===== src/sv/rpn_pkg.sv =====
// ----------------------------------------------------------------------------
// rpn_pkg: shared types and codes of the RPN stack calculator
// Token and status codes, item payloads and the controller/datapath links.
// ----------------------------------------------------------------------------
`default_nettype none

package rpn_pkg;

  localparam int unsigned DataW = 32;

  // token codes
  localparam logic [2:0] OP_PUSH   = 3'd0;
  localparam logic [2:0] OP_ADD    = 3'd1;
  localparam logic [2:0] OP_SUB    = 3'd2;
  localparam logic [2:0] OP_MUL    = 3'd3;
  localparam logic [2:0] OP_DIV    = 3'd4;
  localparam logic [2:0] OP_FINISH = 3'd5;

  // result status codes
  localparam logic [1:0] ST_OK        = 2'd0;
  localparam logic [1:0] ST_OVERFLOW  = 2'd1;
  localparam logic [1:0] ST_UNDERFLOW = 2'd2;
  localparam logic [1:0] ST_DIVZERO   = 2'd3;

  typedef struct packed {
    logic [2:0] operation;
    logic [3:0] digit;
  } rpn_in_t;

  typedef struct packed {
    logic signed [DataW-1:0] value;
    logic [1:0]              status;
  } rpn_out_t;

  // controller -> datapath
  typedef struct packed {
    logic       in_latch;
    logic       rd_en;
    logic       rd_second;
    logic       push;
    logic       wr_res;
    logic       clr;
    logic       cap_right;
    logic       cap_left;
    logic       exec;
    logic       div_start;
    logic       cap_div;
    logic       out_load;
    logic       out_from_mem;
    logic [1:0] out_status;
  } rpn_cmd_t;

  // datapath -> controller
  typedef struct packed {
    logic [2:0] op;
    logic       full;
    logic       empty;
    logic       lt2;
    logic       right_zero;
    logic       div_done;
    logic       out_free;
  } rpn_stat_t;

endpackage

`default_nettype wire


===== src/sv/rpn_ctrl.sv =====
// ----------------------------------------------------------------------------
// rpn_ctrl: sequencer of the RPN stack calculator
// Decodes one token and steps the datapath through reads, the operation,
// the write-back and the result.
// ----------------------------------------------------------------------------
`default_nettype none

module rpn_ctrl
  import rpn_pkg::*;
(
  input  wire logic      clk_i,
  input  wire logic      rst_ni,
  input  wire logic      in_valid_i,
  input  wire rpn_stat_t stat_i,
  output logic           in_ready_o,
  output rpn_cmd_t       cmd_o
);

  typedef enum logic [3:0] {
    S_IDLE,
    S_DECODE,
    S_RD_LEFT,
    S_CAP_LEFT,
    S_EXEC,
    S_DIV_WAIT,
    S_WRITE,
    S_FINISH,
    S_ERROR
  } state_e;

  state_e     state_q, state_d;
  logic [1:0] err_q, err_d;

  always_comb begin
    state_d     = state_q;
    err_d       = err_q;
    cmd_o       = '0;
    cmd_o.out_status = err_q;
    in_ready_o  = 1'b0;
    case (state_q)
      S_IDLE: begin
        in_ready_o     = 1'b1;
        cmd_o.in_latch = in_valid_i;
        if (in_valid_i) state_d = S_DECODE;
      end
      S_DECODE: begin
        case (stat_i.op)
          OP_PUSH: begin
            if (stat_i.full) begin
              err_d   = ST_OVERFLOW;
              state_d = S_ERROR;
            end else begin
              cmd_o.push = 1'b1;
              state_d    = S_IDLE;
            end
          end
          OP_FINISH: begin
            if (stat_i.empty) begin
              err_d   = ST_UNDERFLOW;
              state_d = S_ERROR;
            end else begin
              cmd_o.rd_en = 1'b1;
              state_d     = S_FINISH;
            end
          end
          OP_ADD, OP_SUB, OP_MUL, OP_DIV: begin
            if (stat_i.lt2) begin
              err_d   = ST_UNDERFLOW;
              state_d = S_ERROR;
            end else begin
              cmd_o.rd_en = 1'b1;
              state_d     = S_RD_LEFT;
            end
          end
          default: state_d = S_IDLE;  // unused codes are dropped
        endcase
      end
      S_RD_LEFT: begin
        cmd_o.cap_right = 1'b1;
        cmd_o.rd_en     = 1'b1;
        cmd_o.rd_second = 1'b1;
        state_d         = S_CAP_LEFT;
      end
      S_CAP_LEFT: begin
        cmd_o.cap_left = 1'b1;
        state_d        = S_EXEC;
      end
      S_EXEC: begin
        if (stat_i.op == OP_DIV) begin
          if (stat_i.right_zero) begin
            err_d   = ST_DIVZERO;
            state_d = S_ERROR;
          end else begin
            cmd_o.div_start = 1'b1;
            state_d         = S_DIV_WAIT;
          end
        end else begin
          cmd_o.exec = 1'b1;
          state_d    = S_WRITE;
        end
      end
      S_DIV_WAIT: begin
        if (stat_i.div_done) begin
          cmd_o.cap_div = 1'b1;
          state_d       = S_WRITE;
        end
      end
      S_WRITE: begin
        cmd_o.wr_res = 1'b1;
        state_d      = S_IDLE;
      end
      S_FINISH: begin
        if (stat_i.out_free) begin
          cmd_o.out_load     = 1'b1;
          cmd_o.out_from_mem = 1'b1;
          cmd_o.out_status   = ST_OK;
          cmd_o.clr          = 1'b1;
          state_d            = S_IDLE;
        end
      end
      S_ERROR: begin
        if (stat_i.out_free) begin
          cmd_o.out_load = 1'b1;
          cmd_o.clr      = 1'b1;
          state_d        = S_IDLE;
        end
      end
      default: state_d = S_IDLE;
    endcase
  end

  always_ff @(posedge clk_i or negedge rst_ni) begin
    if (!rst_ni) begin
      state_q <= S_IDLE;
      err_q   <= ST_OK;
    end else begin
      state_q <= state_d;
      err_q   <= err_d;
    end
  end

endmodule

`default_nettype wire


===== config.mk =====
export PLATFORM = sky130hd
export DESIGN_NAME = rpn_ctrl
export DESIGN_NICKNAME = d
export VERILOG_FILES = /design/src/sv/rpn_pkg.sv /design/src/sv/rpn_ctrl.sv
export SDC_FILE = /design/constraint.sdc
export NUM_CORES = 1
export LEC_CHECK = 0
export ABC_AREA = 1
export BUFFER_PORTS_ARGS = -buffer_cell sky130_fd_sc_hd__buf_4
export CAP_MARGIN = 20
export CORE_UTILIZATION = 44
export DETAILED_ROUTE_END_ITERATION = 10
export PLACE_DENSITY = 0.74
export SLEW_MARGIN = 20
export SYNTH_ARGS = -nofsm -noshare
export SYNTH_HDL_FRONTEND = slang
export SYNTH_SLANG_ARGS = --single-unit

===== constraint.sdc =====
create_clock -name clk_i -period 1.3 [get_ports clk_i]
set_input_delay 0.13 -clock clk_i [delete_from_list [all_inputs] [get_ports clk_i]]
set_output_delay 0.13 -clock clk_i [all_outputs]
set_load 0.02 [all_outputs]

==> results of run 1 <==
## Yosys cell counts
cell type	instances	share of area
sky130_fd_sc_hd__nand3_1	15	0.12
sky130_fd_sc_hd__nor3_4	1	0.027
sky130_fd_sc_hd__dfrtp_1	6	0.25
sky130_fd_sc_hd__nor3_1	2	0.017
sky130_fd_sc_hd__nand3_2	1	0.017
sky130_fd_sc_hd__nand2_2	3	0.031
sky130_fd_sc_hd__o21ai_0	2	0.017
sky130_fd_sc_hd__nand4_1	3	0.031
sky130_fd_sc_hd__inv_2	5	0.031
sky130_fd_sc_hd__a21oi_1	3	0.025
sky130_fd_sc_hd__inv_1	15	0.093
sky130_fd_sc_hd__nand2_1	27	0.17
sky130_fd_sc_hd__nor2_1	11	0.068
sky130_fd_sc_hd__buf_4	1	0.012
sky130_fd_sc_hd__o21ai_1	1	0.0083
sky130_fd_sc_hd__o211ai_1	1	0.012
sky130_fd_sc_hd__buf_6	1	0.019
sky130_fd_sc_hd__nor2_2	5	0.052
## through the flow
| stage | setup slack, ns | cell area, sq um | TNS, ns | hold slack (ns) |
|---|---|---|---|---|
| 4_1_cts | -0.2133 | 1114 | -2.068 | 0.1919 |
| 3_5_place_dp | 0.01282 | 853.3 | 0 | -0.06212 |
| 3_3_place_gp | 0.02947 | 853.3 | 0 | -0.06248 |
| 2_1_floorplan | 0.006810 | 614.3 | 0 | -0.1656 |
## kinds of logic after synthesis
family | synth area share
AND/OR/NAND/NOR | 0.5342
buffers and inverters | 0.1553
AO/OA/AOI/OAI | 0.06210
flip-flops | 0.2484
## repair_timing
| item | in CTS |
|---|---|
| buffers inserted | 14 |
| gates resized for setup | 34 |
| hold buffers | 1 |
| cloned | 0 |
| hold endpoints to repair | 6 |
| pin swaps | 14 |
| setup endpoints to repair | 16 |
==> metrics.md, run 1 <==
| Metric | Value |
|---|---|
| Stage where the flow stopped | `global routing (5_1_grt)` |
| Halt Reason | `[ERROR DPL-0038] Utilization greater than 100%, impossible to legalize` |
| Summed instance area of the synthesized netlist | `604.3 sq um` |
| Clock Tree Buf Depth | `2` |
| Buffers added on ports | `27` |
| Placed Cells incl. Taps | `about 150` |
| Boundary Pins | `28` |
| Rows | `12` |
| Maximum number of pins on one net before global-route repair | `7` |
| Worst Endpoint after GRT Repair | `cmd_o[11]` |
| DP HPWL | `1232 microns` |
| Syn Inst Count | `between 100 and 150` |
| Total nets after synthesis | `around 120` |
| Post-synthesis register bit count | `6` |
| Initial standard-cell utilization of the core | `0.5095` |
| Horizontal extent of the die | `a little under 40 microns` |
| GPL Wtd Cong | `0.8479` |
| Clock sinks | `6` |
| Fraction of the yosys area taken by sequential cells | `0.2484` |
| Number of warning messages in the yosys log | `0` |
| Syn avg cell area | `~5.9 sq um` |
| Count of unique library cells instantiated by Yosys | `18` |
| Number of buffers created by CTS | `3` |
| Clock root buffer | `sky130_fd_sc_hd__clkbuf_4` |
| Max H-tree Level | `1` |
| Die span in y | `between 30 and 40 microns` |
| Status | `aborted with a tool error` |
| Worst endpoint pin kind | `top-level output` |
==> run 2: changes to the inputs <==
Settings changed: CORE_AREA set to 2 2 63 65, CORE_UTILIZATION 44 to not set, DIE_AREA set to 0 0 65 67, PLACE_DENSITY 0.74 to not set, PLACE_DENSITY_LB_ADDON set to 0.15.
==> run 2 against run 1 <==
The flow now finishes, with violations (negative setup slack). Synthesized cell count unchanged. Synthesized area unchanged.
==> metrics.md, run 2 <==
| Metric | Value |
|---|---|
| Status | `complete, but fails checks (was aborted with a tool error)` |
| Failing checks | `negative setup slack` |
| Via count of the first global-routing pass | `around 860` |
| Clock root buffer | `sky130_fd_sc_hd__clkbuf_8 (was sky130_fd_sc_hd__clkbuf_4)` |
| Commonest non-fill, non-tap cell in the layout | `sky130_fd_sc_hd__buf_4` |
| Setup repair after global routing missed its margin | `true` |
| Post-synthesis register bit count | `6 (unchanged)` |
| FILL cells | `about 370` |
| Number of enable-type register cells in the synthesized netlist | `0 (unchanged)` |
| Layout cell share with drive strength beyond 1 | `0.6624` |
| Cell class contributing the biggest share of worst-path delay | `buffers and inverters` |
| Number of antenna violations at the first check in global routing | `0` |
| Data arrival time of the critical path | `1.37 ns` |
| Die ar. | `~0.0044 sq mm` |
| WP buf/inv | `5` |
| Horizontal extent of the die | `65 microns (was 39.06 microns)` |
| Boundary Pins | `28 (unchanged)` |
| Max H-tree Level | `1 (unchanged)` |
| Type of the worst setup path | `reg2out` |
| Synth area leaders | `sky130_fd_sc_hd__dfrtp_1, sky130_fd_sc_hd__nand2_1, sky130_fd_sc_hd__nand3_1 (unchanged)` |
| Final core utilization | `0.3827` |
| Remaining routing DRC violations | `0` |
| Die span in y | `67 microns (was 39.06 microns)` |
| Dominant cell type by area after synthesis | `sky130_fd_sc_hd__dfrtp_1 (unchanged)` |
| Net count reported at finish | `~170` |
| Final-report max-slew violation count | `0` |
| Total nets after synthesis | `115 (unchanged)` |
| Detailed Routing Iterations Pass 1 | `4` |
| Clock Tree Buf Depth | `2 (unchanged)` |
| Fraction of the cycle the final worst path needs | `1.152` |
| Number of buffers created by CTS | `3 (unchanged)` |
| Met3 track demand over resource in global routing | `0.01689` |
| Number of max-cap violations | `0` |
| Cell Chain, Critical Path | `inv_2 > buf_6 > buf_6 > nand2_4 > nor2_4 > nand3_2 > inv_2 > buf_6` |
| Met2 track demand over resource | `0.2345` |
| GPL Wtd Cong | `0.8165 (was 0.8479)` |
| Final-report setup violation count | `20` |
| Most instantiated cells after synthesis | `sky130_fd_sc_hd__nand2_1, sky130_fd_sc_hd__inv_1, sky130_fd_sc_hd__nand3_1, sky130_fd_sc_hd__nor2_1, sky130_fd_sc_hd__dfrtp_1 (unchanged)` |
| Most frequent cells in the layout | `sky130_fd_sc_hd__buf_4, sky130_fd_sc_hd__buf_6, sky130_fd_sc_hd__nand2_1, sky130_fd_sc_hd__inv_1, sky130_fd_sc_hd__nand2_2` |
| Dpl ws | `-0.04969 ns (was 0.01282 ns)` |
| Antenna diode count | `0` |
| DP HPWL | `1640 microns (was 1232 microns)` |
| VDD IR-drop max | `0.3890 mV` |
| Critical path's largest stage delay | `about 0.38 ns` |
| Vias after detailed routing | `roughly 850` |
| Area delta synth->final | `128.4%` |
| Post-synth ARST share | `1.000 (unchanged)` |
| Number of flip-flops under the largest register name | `4` |
| Post-DRT Antenna Nets | `0` |
| Drt initial violations | `14` |
| Summed instance area of the synthesized netlist | `604.3 sq um (unchanged)` |
| Slowest stage cell on the critical path | `sky130_fd_sc_hd__dfrtp_1` |
| Register ranked first by flip-flop count | `state_q` |
| Cell leakage power | `roughly 0.7 nW` |
| Clock period minus worst slack | `1.498 ns` |
| Least setup slack across all paths after layout | `-0.1976 ns` |
| Type of the worst min-delay path | `in2async` |
| Rows | `22 (was 12)` |
| Highest clock frequency the design can meet | `0.6677 GHz` |
| Kind of end point of the critical path | `primary output` |
| Endpoints failing hold | `0` |
| Clock Latency Late Sink | `about 0.22 ns` |
| Clock sinks | `6 (unchanged)` |
| Average vias per placed instance | `about 4.2` |
| Buffers added on ports | `27 (unchanged)` |
| Final standard cell count with taps included and fillers excluded | `approximately 210` |
| Syn Inst Count | `103 (unchanged)` |
| Slew @ Worst Pin | `between 0.2 and 0.3 ns` |
| Startpoint type of the worst setup path | `flop` |
| Largest registers | `state_q x4, err_q x2` |
| Count of unique library cells instantiated by Yosys | `18 (unchanged)` |
| Worst Clk Skew | `0.001315 ns` |
| Global routing's busiest layer | `met2` |
| Overall Global Routing Usage | `0.1064` |
| Maximum number of pins on one net before global-route repair | `7` |
| Placed Cells incl. Taps | `184 (was 147)` |
| Power per unit of standard cell area | `about 2200 mW/mm^2` |
| Std-Cell Core Area | `between 0.003 and 0.004 sq mm` |
| Total grt overflow | `0` |
| Global-route wire length before repair | `between 3000 and 4000 microns` |
| Routed wire per std cell | `between 10 and 15 microns` |
| Required time worst endpoint | `1.17 ns` |
| Worst-path clk slew | `around 0.04 ns` |
| TritonCTS clock tree | `built` |
| Initial standard-cell utilization of the core | `0.1676 (was 0.5095)` |
| Dominant synthesized flop cell | `sky130_fd_sc_hd__dfrtp_1 (unchanged)` |
| Met1 layer usage reported by global route | `0.09533` |
| Fraction of the yosys area taken by sequential cells | `0.2484 (unchanged)` |
| Number of warning messages in the yosys log | `0 (unchanged)` |
| Worst slew slack as a fraction of its limit | `0.8271` |
| Most common cell type on the critical path | `sky130_fd_sc_hd__buf_6` |
| Total wirelength of the detailed-routed design | `approximately 2300 microns` |
| Most numerous cell in the Yosys netlist | `sky130_fd_sc_hd__nand2_1 (unchanged)` |
| Syn avg cell area | `5.867 sq um (unchanged)` |
| Fraction of post-synthesis cell area in the top cell type by area | `0.2484 (unchanged)` |
| Crit Path Max Fanout | `3` |
==> run 2: cell counts after synthesis <==
Identical to the previous run, type by type.
==> run 2: cells by family (layout without fill, tap and decap cells) <==
logic type / after synthesis / count (layout) / share of synthesized area
buf+inv: 22 / 76 / 0.1553
compound gates: 7 / 7 / 0.06210
simple gates: 68 / 68 / 0.5342
flops: 6 / 6 / 0.2484
==> run 2: final cells by class <==
class / count / area [sq um] / area share
clock buffer: 3 / 41.29 / 0.02992
inverter: 20 / 85.08 / 0.06165
sequential: 6 / 152.6 / 0.1106
tap: 48 / 60.06 / 0.04352
multi-input combinational: 75 / 553.0 / 0.4007
timing repair buffer: 53 / 488.0 / 0.3536
==> run 2: metrics by stage <==
| step | power (mW) | cell area, sq um | hold slack (ns) | setup TNS [ns] |
|---|---|---|---|---|
| floorplan | 1.203 | 614.3 | -0.1656 | 0 |
| finish | 3.033 | 1380 | 0.2528 | -2.266 |
| detailed placement | 1.782 | 930.9 | -0.05806 | -0.1789 |
| global placement | 1.783 | 930.9 | -0.06053 | -0.1683 |
| CTS | 2.601 | 1221 | 0.2519 | -2.368 |
| global route | 3.245 | 1380 | 0.2680 | -3.680 |
==> run 2: worst reg2reg max path, stage by stage, from the launching register on <==
cell and delay [ns]:
sky130_fd_sc_hd__dfrtp_2 0.46, sky130_fd_sc_hd__nor2_4 0.18, sky130_fd_sc_hd__inv_4 0.07, sky130_fd_sc_hd__buf_6 0.12, sky130_fd_sc_hd__nor2_4 0.09, sky130_fd_sc_hd__nand2_1 0.10
sky130_fd_sc_hd__nand3_4 0.13, sky130_fd_sc_hd__inv_4 0.05, sky130_fd_sc_hd__nand2_2 0.07, sky130_fd_sc_hd__nand2_2 0.05
==> run 2: metal layers <==
metal | vias up | wire (microns)
met5 | - | 0
met4 | 0 | 0
met3 | 0 | 52
met2 | 10 | 1418
met1 | 408 | 817
li1 | 436 | -
==> run 2: final timing paths <==
| kind | end | from | depth (start not counted) | slack (ns) |
|---|---|---|---|---|
| worst max register to register | state_q[0]$_DFFE_PN0P_ | state_q[0]$_DFFE_PN0P_ | 9 | -0.12 |
| max in group asynchronous | state_q[0]$_DFFE_PN0P_ | rst_ni | 2 | 0.92 |
| worst min-delay path | err_q[0]$_DFFE_PN0P_ | rst_ni | 2 | 0.25 |
| min in group clk_i | state_q[3]$_DFFE_PN0P_ | stat_i[2] | 3 | 0.28 |
| worst min register to register | err_q[1]$_DFFE_PN0P_ | err_q[1]$_DFFE_PN0P_ | 2 | 0.52 |
| worst max-delay path | cmd_o[5] | state_q[3]$_DFFE_PN0P_ | 8 | -0.20 |
==> run 2: what timing repair did <==
item	in CTS	in global routing
endpoints found under the setup margin	20	22
pin swaps	17	18
buffers inserted	15	6
endpoints found under the hold margin	6	0
resized for setup	39	33
hold buffers	1	0
==> run 2: where the power goes <==
part / internal, mW / switching [mW]
Clock: 0.199 / 0.0753
Sequential: 0.277 / 0.110
Combinational: 1.17 / 1.21
(Power assumes the default switching activity.)
==> run 3: changes to the inputs <==
Clock period 1.3 ns to 1.4 ns, I/O delays scaled along.
==> run 3 against run 2 <==
Design area down 25%. Sequential share of layout area up 3.7 points. Largest cell class unchanged. The flow still finishes with violations (negative setup slack). Combinational power down 44%. Die area unchanged.
==> metrics.md, run 3 (synthesis results as in run 2) <==
| Metric | Value |
|---|---|
| Total wirelength of the detailed-routed design | `1825 microns (was 2287 microns)` |
| DP HPWL | `1553 microns (was 1640 microns)` |
| Slowest stage cell on the critical path | `sky130_fd_sc_hd__dfrtp_1 (unchanged)` |
| Power per unit of standard cell area | `1867 mW/mm^2 (was 2198 mW/mm^2)` |
| Failing checks | `negative setup slack (unchanged)` |
| Commonest non-fill, non-tap cell in the layout | `sky130_fd_sc_hd__buf_4 (unchanged)` |
| Least setup slack across all paths after layout | `-0.08444 ns (was -0.1976 ns)` |
| Buffers added on ports | `27 (unchanged)` |
| Via count of the first global-routing pass | `763 (was 864)` |
| Number of antenna violations at the first check in global routing | `0 (unchanged)` |
| Startpoint type of the worst setup path | `flop (unchanged)` |
| Overall Global Routing Usage | `0.09350 (was 0.1064)` |
| Worst Clk Skew | `0.0002613 ns (was 0.001315 ns)` |
| Number of buffers created by CTS | `3 (unchanged)` |
| Most common cell type on the critical path | `sky130_fd_sc_hd__nand3_1 (was sky130_fd_sc_hd__buf_6)` |
| Vias after detailed routing | `772 (was 854)` |
| Data arrival time of the critical path | `1.34 ns (was 1.37 ns)` |
| Worst slew slack as a fraction of its limit | `0.8566 (was 0.8271)` |
| Slew @ Worst Pin | `0.2144 ns (was 0.2585 ns)` |
| Std-Cell Core Area | `0.003606 sq mm (unchanged)` |
| Area of all sequential standard cells | `152.6 sq um (unchanged)` |
| Final-report setup violation count | `12 (was 20)` |
| Cell leakage power | `0.5758 nW (was 0.7114 nW)` |
| Detailed Routing Iterations Pass 1 | `4 (unchanged)` |
| Largest registers | `state_q x4, err_q x2 (unchanged)` |
| Remaining routing DRC violations | `0 (unchanged)` |
| Type of the worst min-delay path | `in2async (unchanged)` |
| Most frequent cells in the layout | `sky130_fd_sc_hd__buf_4, sky130_fd_sc_hd__nand2_1, sky130_fd_sc_hd__inv_1, sky130_fd_sc_hd__nand3_1, sky130_fd_sc_hd__nor2_1 (was sky130_fd_sc_hd__buf_4, sky130_fd_sc_hd__buf_6, sky130_fd_sc_hd__nand2_1, sky130_fd_sc_hd__inv_1, sky130_fd_sc_hd__nand2_2)` |
| Number of max-cap violations | `0 (unchanged)` |
| Final-report max-slew violation count | `0 (unchanged)` |
| Multi-input gate area in the final layout | `412.9 sq um (was 553.0 sq um)` |
| Clock Tree Buf Depth | `2 (unchanged)` |
| Initial standard-cell utilization of the core | `0.1676 (unchanged)` |
| Critical path origin | `state_q[3]$_DFFE_PN0P_ (unchanged)` |
| Type of the worst setup path | `reg2out (unchanged)` |
| Register ranked first by flip-flop count | `state_q (unchanged)` |
| Boundary Pins | `28 (unchanged)` |
| Routed wire per std cell | `9.656 microns (was 11.16 microns)` |
| Setup repair after global routing missed its margin | `true (unchanged)` |
| Global-route wire length before repair | `3125 microns (was 3525 microns)` |
| FILL cells | `417 (was 371)` |
| Drt initial violations | `33 (was 14)` |
| Fraction of the cycle the final worst path needs | `1.060` |
| Average vias per placed instance | `4.085 (was 4.166)` |
| Die ar. | `0.004355 sq mm (unchanged)` |
| Cell class contributing the biggest share of worst-path delay | `simple AND/OR/NAND/NOR gates (was buffers and inverters)` |
| Clock Latency Late Sink | `0.22 ns (about the same)` |
| Final standard cell count with taps included and fillers excluded | `189 (was 205)` |
| Status | `complete, but fails checks (unchanged)` |
| Cell Chain, Critical Path | `inv_2 > nand2_2 > nor3_4 > nand3_1 > nand3_1 > buf_4 (was inv_2 > buf_6 > buf_6 > nand2_4 > nor2_4 > nand3_2 > inv_2 > buf_6)` |
| Placed Cells incl. Taps | `183 (was 184)` |
| Post-DRT Antenna Nets | `0 (unchanged)` |
| Clock root buffer | `sky130_fd_sc_hd__clkbuf_8 (unchanged)` |
| TritonCTS clock tree | `built (unchanged)` |
| Clock sinks | `6 (unchanged)` |
| Number of flip-flops under the largest register name | `4 (unchanged)` |
| Layout cell share with drive strength beyond 1 | `0.4752 (was 0.6624)` |
| GPL Wtd Cong | `0.7785 (was 0.8165)` |
| VDD IR-drop max | `0.5318 mV (was 0.3890 mV)` |
| Horizontal extent of the die | `65 microns (unchanged)` |
| Highest clock frequency the design can meet | `0.6737 GHz` |
| Clock period minus worst slack | `around 1.5 ns` |
| Rows | `22 (unchanged)` |
| Critical path's largest stage delay | `0.42 ns (was 0.38 ns)` |
| Net count reported at finish | `155 (was 171)` |
| Kind of end point of the critical path | `primary output (unchanged)` |
| Die span in y | `67 microns (unchanged)` |
| Antenna diode count | `0 (unchanged)` |
| Crit Path Max Fanout | `4 (was 3)` |
| Required time worst endpoint | `1.26 ns (was 1.17 ns)` |
| Worst-path clk slew | `0.03 ns (was 0.04 ns)` |
| Area delta synth->final | `71.63% (was 128.4%)` |
| Endpoints failing hold | `0 (unchanged)` |
| Reg-to-Reg Start | `state_q[3]$_DFFE_PN0P_ (was state_q[0]$_DFFE_PN0P_)` |
| Max H-tree Level | `1 (unchanged)` |
| Total grt overflow | `0 (unchanged)` |
| Maximum number of pins on one net before global-route repair | `7 (unchanged)` |
| WP buf/inv | `2 (was 5)` |
| Final total power | `1.937 mW (was 3.033 mW)` |
==> run 3: changes by cell type in the layout (fill, tap and decap cells not counted), sizes merged <==
| cell | before | now |
|---|---|---|
| buf | 52 | 36 |
==> run 3: layout make-up <==
cell class                      count  area share
Multi-Input combinational cell     75      0.3981
Sequential cell                     6      0.1472
Timing Repair Buffer               37      0.2847
Inverter                           20     0.07238
Tap cell                           48     0.05790
Clock buffer                        3     0.03981
==> run 3: path summary, 6_finish.rpt <==
path                                               end  slack [ns]  cells after the start
max in group asynchronous       state_q[1]$_DFFE_PN0P_        1.00                      2
worst max register to register  state_q[0]$_DFFE_PN0P_        0.06                      9
worst min-delay path            state_q[0]$_DFFE_PN0P_        0.27                      2
min in group clk_i              state_q[3]$_DFFE_PN0P_        0.30                      3
worst max-delay path                         cmd_o[13]       -0.08                      6
worst min register to register    err_q[1]$_DFFE_PN0P_        0.50                      2
==> run 3: repair_timing <==
| item | 4_1_cts | 5_1_grt |
|---|---|---|
| pin swaps | 2 | 4 |
| setup buffers | 0 | 2 |
| hold buffers | 1 | 0 |
| endpoints found under the setup margin | 13 | 19 |
| endpoints found under the hold margin | 6 | 0 |
| gates resized for setup | 10 | 10 |
==> run 3: through the flow <==
step / TNS [ns] / instance area, sq um / setup slack (ns) / utilization / hold WS (ns)
after floorplan: 0 / 604.3 / 0.03935 / - / -0.1556
after global placement: 0 / 900.9 / 0.05168 / 0.2498 / -0.04919
after detailed placement: 0 / 900.9 / 0.06350 / 0.2498 / -0.04789
after CTS: -0.6779 / 987.2 / -0.1024 / 0.2738 / 0.2620
after global routing: -1.959 / 1037 / -0.1878 / 0.2876 / 0.2938
final: -0.4862 / 1037 / -0.08444 / 0.2876 / 0.2729
==> run 3: per-layer routing <==
| metal | up-vias | GRT usage | part of all wire |
|---|---|---|---|
| met5 | - | 0 | 0 |
| met4 | 0 | 0.02394 | 0 |
| met3 | 0 | 0.03378 | 0.034 |
| met2 | 15 | 0.1649 | 0.56 |
| met1 | 359 | 0.1065 | 0.41 |
| li1 | 398 | - | - |
==> run 3: report_power, final <==
part	internal (mW)	switching, mW	total [mW]
registers	0.257	0.108	0.365
logic	0.573	0.745	1.32
clock network	0.184	0.0692	0.253
